$ cat src/sv/assert_macros.svh
// Assertion macros shared by the RTL modules; empty when SYNTHESIS is defined.
`ifndef ASSERT_MACROS_SVH
`define ASSERT_MACROS_SVH

`ifndef SYNTHESIS
// Property that must hold at every clock edge outside reset.
`define ASSERT_ALWAYS(lbl, expr) \
   lbl: assert property (@(posedge clock) disable iff (reset) (expr)) \
      else $error("assertion failed")
// Consequent must hold in the cycle after the antecedent.
`define ASSERT_NEXT(lbl, ante, cons) \
   lbl: assert property (@(posedge clock) disable iff (reset) (ante) |=> (cons)) \
      else $error("assertion failed")
`else
`define ASSERT_ALWAYS(lbl, expr)
`define ASSERT_NEXT(lbl, ante, cons)
`endif

`endif

$ cat src/sv/grs_pkg.sv
// Shared constants and controller/datapath interface types for group_reverse_stream.
package grs_pkg;

   localparam int MAX_GROUP = 16;
   localparam int IDX_W     = (MAX_GROUP > 1) ? $clog2(MAX_GROUP) : 1;
   localparam int CNT_W     = $clog2(MAX_GROUP + 1);
   localparam int VAL_W     = 32;
   localparam int CFG_W     = 5;

   // controller -> datapath
   typedef struct packed {
      logic load;    // accept beat, store value, group stays open
      logic start;   // accept beat, store value, close group and set up readout
      logic read;    // issue one store read and advance the read pointer
   } cmd_type;

   // datapath -> controller
   typedef struct packed {
      logic emit;    // the offered beat closes the group
      logic done;    // every read of the group has been issued
   } status_type;

endpackage

$ cat src/sv/grs_ram.sv
// Generic single write port RAM with registered read data.
module grs_ram #(
   parameter int WIDTH = 32,
   parameter int DEPTH = 16
) (
   input  logic                     clock,
   input  logic                     we,
   input  logic [$clog2(DEPTH)-1:0] waddr,
   input  logic [WIDTH-1:0]         wdata,
   input  logic                     re,
   input  logic [$clog2(DEPTH)-1:0] raddr,
   output logic [WIDTH-1:0]         rdata
);

   logic [WIDTH-1:0] mem_ff [DEPTH];
   logic [WIDTH-1:0] rdata_ff;

   always_ff @(posedge clock) begin
      if (we) begin
         mem_ff[waddr] <= wdata;
      end
      if (re) begin
         rdata_ff <= mem_ff[raddr];
      end
   end

   assign rdata = rdata_ff;

endmodule

$ cat src/sv/grs_datapath.sv
// Datapath: group store, fill and read counters, group size register.
`include "assert_macros.svh"
module grs_datapath import grs_pkg::*; (
   input  logic                    clock,
   input  logic                    reset,
   input  cmd_type                 cmd,
   output status_type              status,
   input  logic                    csr_we,
   input  logic [CFG_W-1:0]        csr_group_size,
   input  logic signed [VAL_W-1:0] req_value,
   input  logic                    req_end_of_sequence,
   output logic signed [VAL_W-1:0] rsp_value_out,
   output logic                    rsp_last_out
);

   logic [CFG_W-1:0] size_ff;
   logic [CNT_W-1:0] fill_ff, fill_in;
   logic [CNT_W-1:0] left_ff, left_in;
   logic [IDX_W-1:0] rd_ptr_ff, rd_ptr_in;
   logic             rev_ff, rev_in;
   logic             eos_ff, eos_in;

   logic [CNT_W-1:0] size_eff;
   logic [CNT_W-1:0] count_next;
   logic             full;
   logic [VAL_W-1:0] rdata;

   // size 0 acts as 1, sizes above the store depth saturate
   always_comb begin
      if (size_ff == '0) begin
         size_eff = CNT_W'(1);
      end else if (int'(size_ff) > MAX_GROUP) begin
         size_eff = CNT_W'(MAX_GROUP);
      end else begin
         size_eff = CNT_W'(size_ff);
      end
   end

   assign count_next = fill_ff + CNT_W'(1);
   assign full       = (count_next >= size_eff);

   assign status.emit = full | req_end_of_sequence;
   assign status.done = (left_ff == '0);

   always_comb begin
      fill_in   = fill_ff;
      left_in   = left_ff;
      rd_ptr_in = rd_ptr_ff;
      rev_in    = rev_ff;
      eos_in    = eos_ff;
      if (cmd.load) begin
         fill_in = count_next;
      end
      if (cmd.start) begin
         fill_in   = '0;
         left_in   = count_next;
         rev_in    = full;
         eos_in    = req_end_of_sequence;
         // reversed readout starts at the newest entry
         rd_ptr_in = full ? fill_ff[IDX_W-1:0] : '0;
      end
      if (cmd.read) begin
         left_in   = left_ff - CNT_W'(1);
         rd_ptr_in = rev_ff ? rd_ptr_ff - IDX_W'(1) : rd_ptr_ff + IDX_W'(1);
      end
   end

   always_ff @(posedge clock) begin
      if (reset) begin
         size_ff <= CFG_W'(1);
         fill_ff <= '0;
         left_ff <= '0;
      end else begin
         if (csr_we) begin
            size_ff <= csr_group_size;
         end
         fill_ff <= fill_in;
         left_ff <= left_in;
      end
      rd_ptr_ff <= rd_ptr_in;
      rev_ff    <= rev_in;
      eos_ff    <= eos_in;
   end

   grs_ram #(
      .WIDTH (VAL_W),
      .DEPTH (MAX_GROUP)
   ) u_store (
      .clock (clock),
      .we    (cmd.load | cmd.start),
      .waddr (fill_ff[IDX_W-1:0]),
      .wdata (req_value),
      .re    (cmd.read),
      .raddr (rd_ptr_ff),
      .rdata (rdata)
   );

   assign rsp_value_out = rdata;
   assign rsp_last_out  = eos_ff & status.done;

   `ASSERT_ALWAYS(a_fill_in_range, int'(fill_ff) < MAX_GROUP);
   `ASSERT_ALWAYS(a_read_has_work, !cmd.read || (left_ff != '0));

endmodule

$ cat src/sv/grs_controller.sv
// Controller: accepts beats, then steps the readout of a closed group.
`include "assert_macros.svh"
module grs_controller import grs_pkg::*; (
   input  logic       clock,
   input  logic       reset,
   input  logic       req_valid,
   output logic       req_ready,
   output logic       rsp_valid,
   input  logic       rsp_ready,
   input  status_type status,
   output cmd_type    cmd
);

   typedef enum logic [1:0] {
      S_FILL,
      S_READ,
      S_SHOW
   } state_type;

   state_type state_ff, state_in;
   logic      req_ready_ff, req_ready_in;
   logic      rsp_valid_ff, rsp_valid_in;

   always_comb begin
      state_in     = state_ff;
      req_ready_in = req_ready_ff;
      rsp_valid_in = rsp_valid_ff;
      cmd          = '0;
      case (state_ff)
         S_FILL: begin
            if (req_valid) begin
               if (status.emit) begin
                  cmd.start    = 1'b1;
                  state_in     = S_READ;
                  req_ready_in = 1'b0;
               end else begin
                  cmd.load = 1'b1;
               end
            end
         end
         S_READ: begin
            cmd.read     = 1'b1;
            state_in     = S_SHOW;
            rsp_valid_in = 1'b1;
         end
         S_SHOW: begin
            if (rsp_ready) begin
               if (status.done) begin
                  state_in     = S_FILL;
                  rsp_valid_in = 1'b0;
                  req_ready_in = 1'b1;
               end else begin
                  // next read lands in the output register as this beat leaves
                  cmd.read = 1'b1;
               end
            end
         end
         default: begin
            state_in     = S_FILL;
            req_ready_in = 1'b1;
            rsp_valid_in = 1'b0;
         end
      endcase
   end

   always_ff @(posedge clock) begin
      if (reset) begin
         state_ff     <= S_FILL;
         req_ready_ff <= 1'b1;
         rsp_valid_ff <= 1'b0;
      end else begin
         state_ff     <= state_in;
         req_ready_ff <= req_ready_in;
         rsp_valid_ff <= rsp_valid_in;
      end
   end

   assign req_ready = req_ready_ff;
   assign rsp_valid = rsp_valid_ff;

   `ASSERT_ALWAYS(a_one_side_open, !(req_ready_ff && rsp_valid_ff));
   `ASSERT_NEXT(a_start_reads, cmd.start, cmd.read);

endmodule

$ cat src/sv/group_reverse_stream.sv
// group_reverse_stream: reverses a stream of values in groups of a configured size.
//
// Input beats (req_value, req_end_of_sequence) are taken on req_valid & req_ready.
// Values collect in a 16-entry group store. When the group reaches the size in
// the csr register it is sent out newest first; an end-of-sequence beat that
// closes a shorter group sends it out in arrival order. The last beat of a
// sequence carries rsp_last_out. csr beats are always taken and should be sent
// only while no group is being read out; size 0 acts as 1, larger than 16 as 16.
// Timing: a beat that leaves the group open is stored, and the next beat can follow
// straight after. A beat that closes a group of n values is followed by the first
// store read, then n result beats at one per cycle while rsp_ready is high;
// req_ready is low from the closing beat until the last result beat is taken. The
// single read port of the group store sets the one result per cycle readout.
// A stalled receiver holds the current result beat; readout resumes on rsp_ready.
// Reset (synchronous) empties the group and sets the group size to 1.
module group_reverse_stream import grs_pkg::*; (
   input  logic                    clock,
   input  logic                    reset,
   input  logic                    csr_valid,
   output logic                    csr_ready,
   input  logic [CFG_W-1:0]        csr_group_size,
   input  logic                    req_valid,
   output logic                    req_ready,
   input  logic signed [VAL_W-1:0] req_value,
   input  logic                    req_end_of_sequence,
   output logic                    rsp_valid,
   input  logic                    rsp_ready,
   output logic signed [VAL_W-1:0] rsp_value_out,
   output logic                    rsp_last_out
);

   cmd_type    cmd;
   status_type status;

   assign csr_ready = 1'b1;

   grs_controller u_ctrl (
      .clock     (clock),
      .reset     (reset),
      .req_valid (req_valid),
      .req_ready (req_ready),
      .rsp_valid (rsp_valid),
      .rsp_ready (rsp_ready),
      .status    (status),
      .cmd       (cmd)
   );

   grs_datapath u_dp (
      .clock               (clock),
      .reset               (reset),
      .cmd                 (cmd),
      .status              (status),
      .csr_we              (csr_valid & csr_ready),
      .csr_group_size      (csr_group_size),
      .req_value           (req_value),
      .req_end_of_sequence (req_end_of_sequence),
      .rsp_value_out       (rsp_value_out),
      .rsp_last_out        (rsp_last_out)
   );

endmodule
$ cat config.mk
export PLATFORM = sky130hd
export DESIGN_NAME = group_reverse_stream
export DESIGN_NICKNAME = d
export VERILOG_FILES = /design/src/sv/grs_pkg.sv /design/src/sv/grs_ram.sv /design/src/sv/grs_datapath.sv /design/src/sv/grs_controller.sv /design/src/sv/group_reverse_stream.sv
export VERILOG_INCLUDE_DIRS = /design/src /design/src/sv
export SDC_FILE = /design/constraint.sdc
export NUM_CORES = 1
export LEC_CHECK = 0
export BUFFER_PORTS_ARGS = -buffer_cell sky130_fd_sc_hd__buf_4
export CELL_PAD_IN_SITES_DETAIL_PLACEMENT = 0
export CELL_PAD_IN_SITES_GLOBAL_PLACEMENT = 1
export CORE_MARGIN = 2
export CORE_UTILIZATION = 40
export CTS_CLUSTER_DIAMETER = 40
export DETAILED_ROUTE_END_ITERATION = 7
export PLACE_DENSITY_LB_ADDON = 0.05
export SYNTH_ARGS = -nofsm -noshare
export SYNTH_HDL_FRONTEND = slang
export SYNTH_SLANG_ARGS = --single-unit
$ cat constraint.sdc
create_clock -name clock -period 5.1 [get_ports clock]
set_input_delay 0.765 -clock clock [delete_from_list [all_inputs] [get_ports clock]]
set_output_delay 0.765 -clock clock [all_outputs]
set_load 0.1 [all_outputs]
; Word level (Yosys, flattened, before mapping)
; Memory sizes are Yosys's and may differ from the RTL's. A register that Yosys moved wholly into a read port is not among the register bits.
; Index checks and enable logic that the tools add are counted.
[word_totals]
register_bits = 25
elab_cells = 65
mem_count = 1
ramBits = 512
romBits = 0
latch_bits = 0
[op_classes]
muxes = 30
n_eq_ne = 6
reduce_logical = 8
div = 0
n_bitwise = 5
addsub = 4
n_shift = 0
multipliers = 0
magnitude_cmp = 2
[memory_table]
columns = memory, words, word_bits, rd, rd_ports_with_merged_regs, write_ports, line
row1 = u_dp.u_store.mem_ff, 16, 32, 1, 1, 1, grs_ram.sv:15  ; logic [WIDTH-1:0] mem_ff [DEPTH];
[ops]
columns = operator, n
row1 = $mux W5, 4
row2 = $mux W4, 4
row3 = $mux W1, 12
row4 = $mux W2, 6
row5 = $logic_not A5 Y1, 2
row6 = $ne A2 B2 Y1 const B, 3
row7 = $pmux W1 S3, 2
row8 = $pmux W2 S3, 1
row9 = $add A5 B1 Y5 const B, 1
row10 = $ge A5 B5 Y1, 1
row11 = $gt A5 B5 Y1 const B, 1
row12 = $reduce_and A5 Y1, 1
row13 = $sub A5 B1 Y5 const B, 1
row14 = $add A4 B1 Y4 const B, 1
row15 = $reduce_and A4 Y1, 1
row16 = $sub A4 B1 Y4 const B, 1
row17 = $reduce_and A3 Y1, 1
row18 = $eq A2 B1 Y1 const B, 1
row19 = $eq A2 B2 Y1 const B, 1
row20 = $logic_not A2 Y1, 1
row21 = $ne A2 B1 Y1 const B, 1
row22 = $not A1 Y1, 2
row23 = $or A1 B1 Y1, 2
row24 = $pmux W1 S2, 1
row25 = other kinds (3), 3

; Longest topological paths before layout
; Gate-level depths: netlist (run 1).
[logic_depth]
ltp_word = 11
depth_mapped = 10

; By module
; From an unflattened synthesis (run 1), not the netlist that was laid out.
[unflattened]
hier_cells = 1005
area_unflattened_um2 = 21658.3
[modules_own_cells]
columns = mod, cells_per_inst, seq_area_each_um2, area_each_um2, n_inst
row1 = grs_ram, 838, 16335.7, 20155.6, 1
row2 = grs_datapath, 132, 480.5, 1202.4, 1
row3 = grs_controller, 33, 80.1, 289.0, 1
row4 = group_reverse_stream, 2, 0.0, 11.3, 1

; Least setup slack after synthesis (run 1)
; OpenSTA, ideal clock, no wires.
[synth_path]
path_kind = input -> register
from = input port req_valid
to = memory u_dp.u_store.mem_ff[3][0], enable pin
slack_ps = 1065
required_ps = 4639
arrival_time_ps = 3574
path_stages = 4
cell_sequence = and2_1 -> clkbuf_1 -> nand2_1 -> nor3_1
[synth_via]
elab_chain_len = 5
[synth_rtl]
columns = element, line
row1 = "start, declared", group_reverse_stream.sv:22  ; input logic req_valid,
row2 = $mux W2, grs_controller.sv:31  ; if (req_valid) begin
row3 = $mux W2, grs_controller.sv:29  ; case (state_ff)
row4 = $or A1 B1 Y1, grs_datapath.sv:90  ; .we (cmd.load | cmd.start),
row5 = $mux W1, grs_ram.sv:19  ; if (we) begin
row6 = $mux W1 (not written as such), grs_ram.sv:20  ; mem_ff[waddr] <= wdata;
row7 = "end, declared", grs_ram.sv:15
; Every way passes these cells.

==> summary.md, run 1 <==
| Metric | Value |
|---|---|
| Status | `complete, no violations` |
| # fillers | `4357` |
| Largest family of logic cells by synthesized area | `multiplexers` |
| Pre-CTS setup slack | `1.98 ns` |
| Die area | `0.0563 sq mm` |
| Chip Width | `237 microns` |
| CTS clk-pin slew, worst paths | `approximately 0.05 ns` |
| Clock Skews | `0.0229 ns` |
| Sw Ratio | `28.4%` |
| H-tree depth | `3` |
| Data arrival, critical path | `approximately 3.5 ns` |
| Synth Area in Compound Gates | `~1.2%` |
| Final Hold Fails | `0` |
| Synth Area in Simple Gates | `approximately 1.7%` |
| RSZ-0062 raised after global routing | `no` |
| Synth top area cells | `edfxtp_1, mux4_2, dfxtp_1, ha_1, buf_6` |
| Effective utilization at floorplan | `about two fifths` |
| Largest net degree at the start of global routing | `57` |
| Post-layout min period | `roughly 3.0 ns` |
| Hold WC Path Type | `in2reg` |
| TritonCTS Buffers | `83` |
| Critical Path Start | `u_dp.fill_ff[0]` |
| Worst R2R Start | `u_dp.fill_ff[0]` |
| Final antenna-violating net count | `0` |
| Initial drt markers | `782` |
| Final cell count without fillers | `1840` |
| Int Pwr | `10.4 mW` |
| Number of global-route vias before repair | `10.5k` |
| Die height | `237 microns` |
| Global route total overflow | `0` |
| Routed Wire Length | `50500 microns` |
| Slew Limit Fails | `0` |
| Slew HR | `12.7%` |
| Startpoint Class | `register` |
| Post-synth top area share | `75.8%` |
| Core Footprint | `0.0538 sq mm` |
| DP Cell Count | `1687` |
| Final setup margin | `2.09 ns` |
| 1st-pass router iterations | `5` |
| Mean Syn Cell Area | `23.2 sq um` |
| Crit end category | `register` |
| Max-Cap Viols | `0` |
| Avg Vias per Cell | `5.42` |
| Clock Sink Count | `569` |
| Routed via count | `9969` |
| Adder-Cell Fraction of Synth Area | `1.01%` |
| TNS Setup | `0 ns` |
| Nets | `between 1k and 1.5k` |
| Fmax | `0.332 GHz` |
| HPWL Detailed | `29700 microns` |
| Port bufs | `77` |
| Netlist Area Pre-Place | `0.0218 sq mm` |
| Area delta synth->final | `19.8%` |
| Clock power frac | `between 30% and 40%` |
| Xor/xnor cell area share of the yosys netlist | `less than 1%` |
| Fin util | `48.5%` |
| CTS tree | `done` |
| Synth unique cells | `42` |
| Synth Flop Type | `edfxtp_1` |
| First-pass GRT wire length | `73600 microns` |
| Seq cells post-synth | `~570` |
| Postcts setup bufs | `0` |
| Mux share of post-synthesis cell area | `16.9%` |
| CP required | `5.59 ns` |
| Crit Path Category | `reg2reg` |
| Seq/Total Area, Yosys | `77.6%` |
| CTS max path bufs | `3` |
| Placer Congestion | `0.723` |
| # diodes | `0` |
| CTS hold repair buffers | `0` |
| Post-synth ARST share | `0%` |
| Max VDD drop | `approximately 270 uV` |
| Worst-path fanout max | `7` |
| Initial antenna violation count | `2` |
| Wire length per cell | `27.4 microns` |
| Synth Warn # | `0` |
| Pwr per Cell Area | `~550 mW/mm^2` |
| I/O pin count | `79` |
| Root buffer cell | `clkbuf_16` |
| Switch Pwr | `about 4.1 mW` |
| Post-synthesis net count | `about 1.0k` |
| Synth area leader | `edfxtp_1` |
| Logic gate share of total power | `22.2%` |
| Number of synthesized flops with an enable pin | `550` |
| Floorplan row count | `85` |
| # resized after CTS | `0` |
| Post-synth top cells | `edfxtp_1, mux4_2, nand2_1` |
| Share of cells above drive strength 1 | `35.8%` |
| Setup violations, final | `0` |
| Register share of total power | `38.4%` |
| Total GRT Usage | `18.4%` |
| Worst slew pin tran | `1.31 ns` |
| Fin crit share | `59.0%` |
| Drt drc | `0` |
| Clock latency at the later pin of the worst-skew pair | `0.61 ns` |
| Min-delay src | `csr_group_size[0]` |
| Gate count after technology mapping | `940` |
| Top-count cell post-synth | `edfxtp_1` |
| Leak Pwr | `8.40 nW` |
cells in the final DEF (no fill, tap or decap), types with 3 or more instances in the layout:
master        n
a21o_1        3
a21oi_1      14
a31oi_1       5
buf_12        4
buf_4        93
bufinv_16    10
clkbuf_1      8
clkbuf_16    85
clkinv_1     10
clkinv_2     10
clkinv_4     13
clkinvlp_4    8
dfxtp_1      19
edfxtp_1    550
ha_1         16
inv_1        14
inv_6         7
mux2i_1       7
mux4_2      160
nand2_1      24
nand2b_1      5
nand3_1      14
nor2_1        9
nor2_4       12
nor3_1        3
nor3_2        4
o21ai_0       5
o31ai_1       3
xnor2_1       4
power by group through the flow:
stage	clock (mW)	combinational [mW]	sequential, mW
global route	6.00	3.44	5.58
finish	5.69	3.21	5.56
CTS	5.82	3.30	5.57
floorplan	0	1.98	6.00
global placement	0	3.29	5.66
detailed placement	0	3.30	5.66
layout make-up:
| type | instances | area [sq um] | share of cell area [%] |
|---|---|---|---|
| clock buffer | 93 | 2160 | 8.27 |
| clock inverter | 60 | 656 | 2.51 |
| inverter | 15 | 56.3 | 0.216 |
| multi-input combinational | 310 | 4680 | 17.9 |
| sequential | 569 | 16900 | 64.8 |
| tap | 696 | 871 | 3.34 |
| timing repair buffer | 97 | 778 | 2.98 |
registers in the layout, summed over array words and instances, names as in the netlist:
signal,count
u_dp.rev_ff,1
u_dp.u_store.mem_ff,512
u_ctrl.state_ff,2
u_ctrl.rsp_valid,1
u_dp.eos_ff,1
u_dp.size_ff,5
u_dp.u_store.rdata,32
u_ctrl.req_ready,1
u_dp.left_ff,5
u_dp.fill_ff,5
u_dp.rd_ptr_ff,4
cell families (layout without fill, tap and decap cells):
logic type                 Yosys count  count (layout)
DFF                                569             569
buffers and inverters               61             265
adders and majority gates           17              17
muxes                              167             167
xor gates and xnor gates             6               6
AOI/OAI and AO/OA                   40              40
other                                1               1
and+or+nand+nor                     79              79
path summary, 6_finish.rpt:
kind / end / slack (ns) / depth (start not counted)
max reg2reg: u_dp.left_ff[4] / 2.09 / 10
min: u_dp.size_ff[0] / 0.38 / 3
min reg2reg: u_dp.fill_ff[4] / 0.47 / 2
max: u_dp.left_ff[4] / 2.09 / 10
routing by layer:
metal / vias up / global-route usage [%] / wire [microns]
li1: 4280 / - / -
met1: 5373 / 25.7 / 22800
met5: - / 0 / 0
met4: 0 / 6.56 / 1220
met2: 239 / 29.1 / 24400
met3: 77 / 3.25 / 2180
per-stage QoR:
stage | hold slack (ns) | power, mW | area (sq um)
5_1_grt | 0.386 | 15.0 | 26100
4_1_cts | 0.347 | 14.7 | 26100
2_1_floorplan | 0.442 | 7.98 | 21800
6_report | 0.384 | 14.5 | 26100
3_3_place_gp | 0.452 | 8.95 | 23300
3_5_place_dp | 0.461 | 8.96 | 23300
worst max-delay path, cell delays in order (launching register included):
cell	delay, ns
dfxtp_1	0.44
ha_1	0.27
nand3_1	0.11
xnor2_1	0.30
ha_1	0.33
a21o_1	0.22
o21a_1	0.17
a21oi_1	0.45
inv_1	0.27
o221ai_1	0.24
a21oi_1	0.09
Note: power is estimated with default switching activity, not from simulation.
==> run 2, diff against run 1 <==
clock period = 2.7 ns   (was 5.1 ns; I/O delays follow)
==> summary.md, run 2 (synthesized netlist as in run 1, its figures left out) <==
| Metric | Value |
|---|---|
| Share of cells above drive strength 1 | `38.7% (+2.9 points)` |
| Wire length per cell | `26.1 microns (-5.1%)` |
| Slew Limit Fails | `0 (unchanged)` |
| Clock Sink Count | `569 (unchanged)` |
| Clock latency at the later pin of the worst-skew pair | `0.62 ns (about the same)` |
| Max-Cap Viols | `0 (unchanged)` |
| Slew HR | `61.6% (+49 points)` |
| Chip Width | `237 microns (unchanged)` |
| H-tree depth | `3 (unchanged)` |
| Setup violations, final | `0 (unchanged)` |
| Fin crit share | `93.4% (+34 points)` |
| Final Power | `27.9 mW (+93%)` |
| Worst slew pin tran | `0.571 ns (-0.736 ns)` |
| Avg Vias per Cell | `5.28 (-2.6%)` |
| Die area | `0.0563 sq mm (unchanged)` |
| Pre-CTS setup slack | `0.182 ns (-1.80 ns)` |
| Top cell family by delay on the critical path | `adder cells` |
| Data arrival, critical path | `2.85 ns (-0.65 ns)` |
| Total GRT Usage | `18.0% (-0.34 points)` |
| TritonCTS Buffers | `92 (+11%)` |
| Core Footprint | `0.0538 sq mm (unchanged)` |
| Effective utilization at floorplan | `40.5% (unchanged)` |
| CP cell instances | `ha_2 -> nand3_1 -> xnor2_2 -> ha_1 -> a21o_1 -> o21a_1 -> a21oi_1 -> buf_4 -> nand2_1` |
| CTS tree | `done` |
| Startpoint Class | `register` |
| Number of global-route vias before repair | `10.7k (+2.7%)` |
| Routed Wire Length | `49300 microns (-2.4%)` |
| Final Instance Area | `0.0270 sq mm (+3.4%)` |
| First-pass GRT wire length | `72500 microns (-1.5%)` |
| Min-delay src | `csr_group_size[0]` |
| Largest net degree at the start of global routing | `42 (-26%)` |
| Clock Skews | `0.0214 ns (-0.00150 ns)` |
| Area delta synth->final | `23.9%` |
| Most frequent cells in the layout | `edfxtp_1, mux4_2, buf_4` |
| Max VDD drop | `561 uV (+100%)` |
| CTS hold repair buffers | `0 (unchanged)` |
| Placer Congestion | `0.712 (-1.6%)` |
| Die height | `237 microns (unchanged)` |
| Pwr per Cell Area | `1040 mW/mm^2 (+87%)` |
| CTS max path bufs | `3 (unchanged)` |
| CP required | `3.03 ns (-2.56 ns)` |
| Floorplan row count | `85 (unchanged)` |
| Port bufs | `77 (unchanged)` |
| Multi-input logic area | `0.00472 sq mm (+0.88%)` |
| Worst-path fanout max | `6 (-1)` |
| Worst R2R Start | `u_dp.fill_ff[1]` |
| Initial drt markers | `668 (-15%)` |
| Crit end category | `register` |
| Commonest non-fill, non-tap cell in the layout | `edfxtp_1` |
| Critical Path Start | `u_dp.fill_ff[1]` |
| Final antenna-violating net count | `0 (unchanged)` |
| Top reg by flops | `u_dp.u_store.mem_ff` |
| RSZ-0062 raised after global routing | `no` |
| Register Area | `0.0169 sq mm (unchanged)` |
| Largest register FFs | `512 (unchanged)` |
| Fmax | `0.396 GHz (+19%)` |
| Post-layout min period | `2.52 ns (-0.488 ns)` |
| CTS clk-pin slew, worst paths | `0.05 ns (about the same)` |
| Hold WC Path Type | `in2reg` |
| HPWL Detailed | `26200 microns (-12%)` |
| Drt drc | `0 (unchanged)` |
| Routed via count | `9984 (+0.15%)` |
| TNS Setup | `0 ns (unchanged)` |
| Final Hold Fails | `0 (unchanged)` |
| I/O pin count | `79 (unchanged)` |
| # diodes | `0 (unchanged)` |
| Global route total overflow | `0 (unchanged)` |
| # fillers | `4340 (-0.39%)` |
| Fin util | `50.1% (+1.7 points)` |
| Cell Area, Placed | `0.0239 sq mm (+2.6%)` |
| Final setup margin | `0.177 ns (-1.91 ns)` |
| Nets | `1183 (+4.1%)` |
| Worst path slowest cell | `dfxtp_1` |
| Worst path max stage delay | `0.44 ns (about the same)` |
| Crit Path Category | `reg2reg` |
| 1st-pass router iterations | `5 (unchanged)` |
| Leak Pwr | `8.79 nW (+4.6%)` |
| Status | `complete, no violations` |
| Initial antenna violation count | `1 (-1)` |
| Postcts setup bufs | `0 (unchanged)` |
| Worst path bufs/invs | `1 (unchanged)` |
| # resized after CTS | `0 (unchanged)` |
| Root buffer cell | `clkbuf_16` |
==> run 2: cell types whose count changed in the layout (fill, tap and decap cells not counted), sizes merged <==
cell and delta:
inv -2, clkinvlp +5, clkbuf +11, buf +38
==> run 2: layout make-up <==
class	instances	share of cell area, %
sequential	569	62.6
clock inverter	63	2.47
tap	696	3.23
clock buffer	104	8.94
multi-input combinational	310	17.5
inverter	15	0.209
timing repair buffer	135	5.05
==> run 2: worst register-to-register path, stage by stage, from the launching register on <==
cell and delay, ns:
dfxtp_1 0.44, ha_2 0.27, nand3_1 0.13, xnor2_2 0.18
ha_1 0.34, a21o_1 0.23, o21a_1 0.17, a21oi_1 0.18
buf_4 0.19, nand2_1 0.13
==> run 2: path summary, 6_finish.rpt <==
kind | to | slack (ns) | cells past startpoint
worst min register to register | u_dp.size_ff[0] | 0.47 | 2
worst min-delay path | u_dp.size_ff[0] | 0.03 | 3
worst max register to register | u_dp.rd_ptr_ff[2] | 0.18 | 9
worst max-delay path | u_dp.rd_ptr_ff[2] | 0.18 | 9
==> run 2: stage by stage <==
stage,hold WS [ns],std cells
2_1_floorplan,0.442,940
3_3_place_gp,0.458,1725
3_5_place_dp,0.465,1725
4_1_cts,0.00126,1892
5_1_grt,0.0223,1892
6_report,0.0328,1892
==> run 2: routing by layer <==
layer  GRT usage (%)  share of wire (%)  vias to the layer above
met3            3.55                4.1                       48
met4            5.30                1.4                        2
li1                -                  -                     4389
met5               0              0.022                        -
met2            29.1                 49                      207
met1            25.0                 45                     5338
==> run 2: power by group <==
group	internal [mW]	switching, mW
registers	10.2	0.146
logic	2.73	3.35
clock network	7.39	4.09
total	20.3	7.59
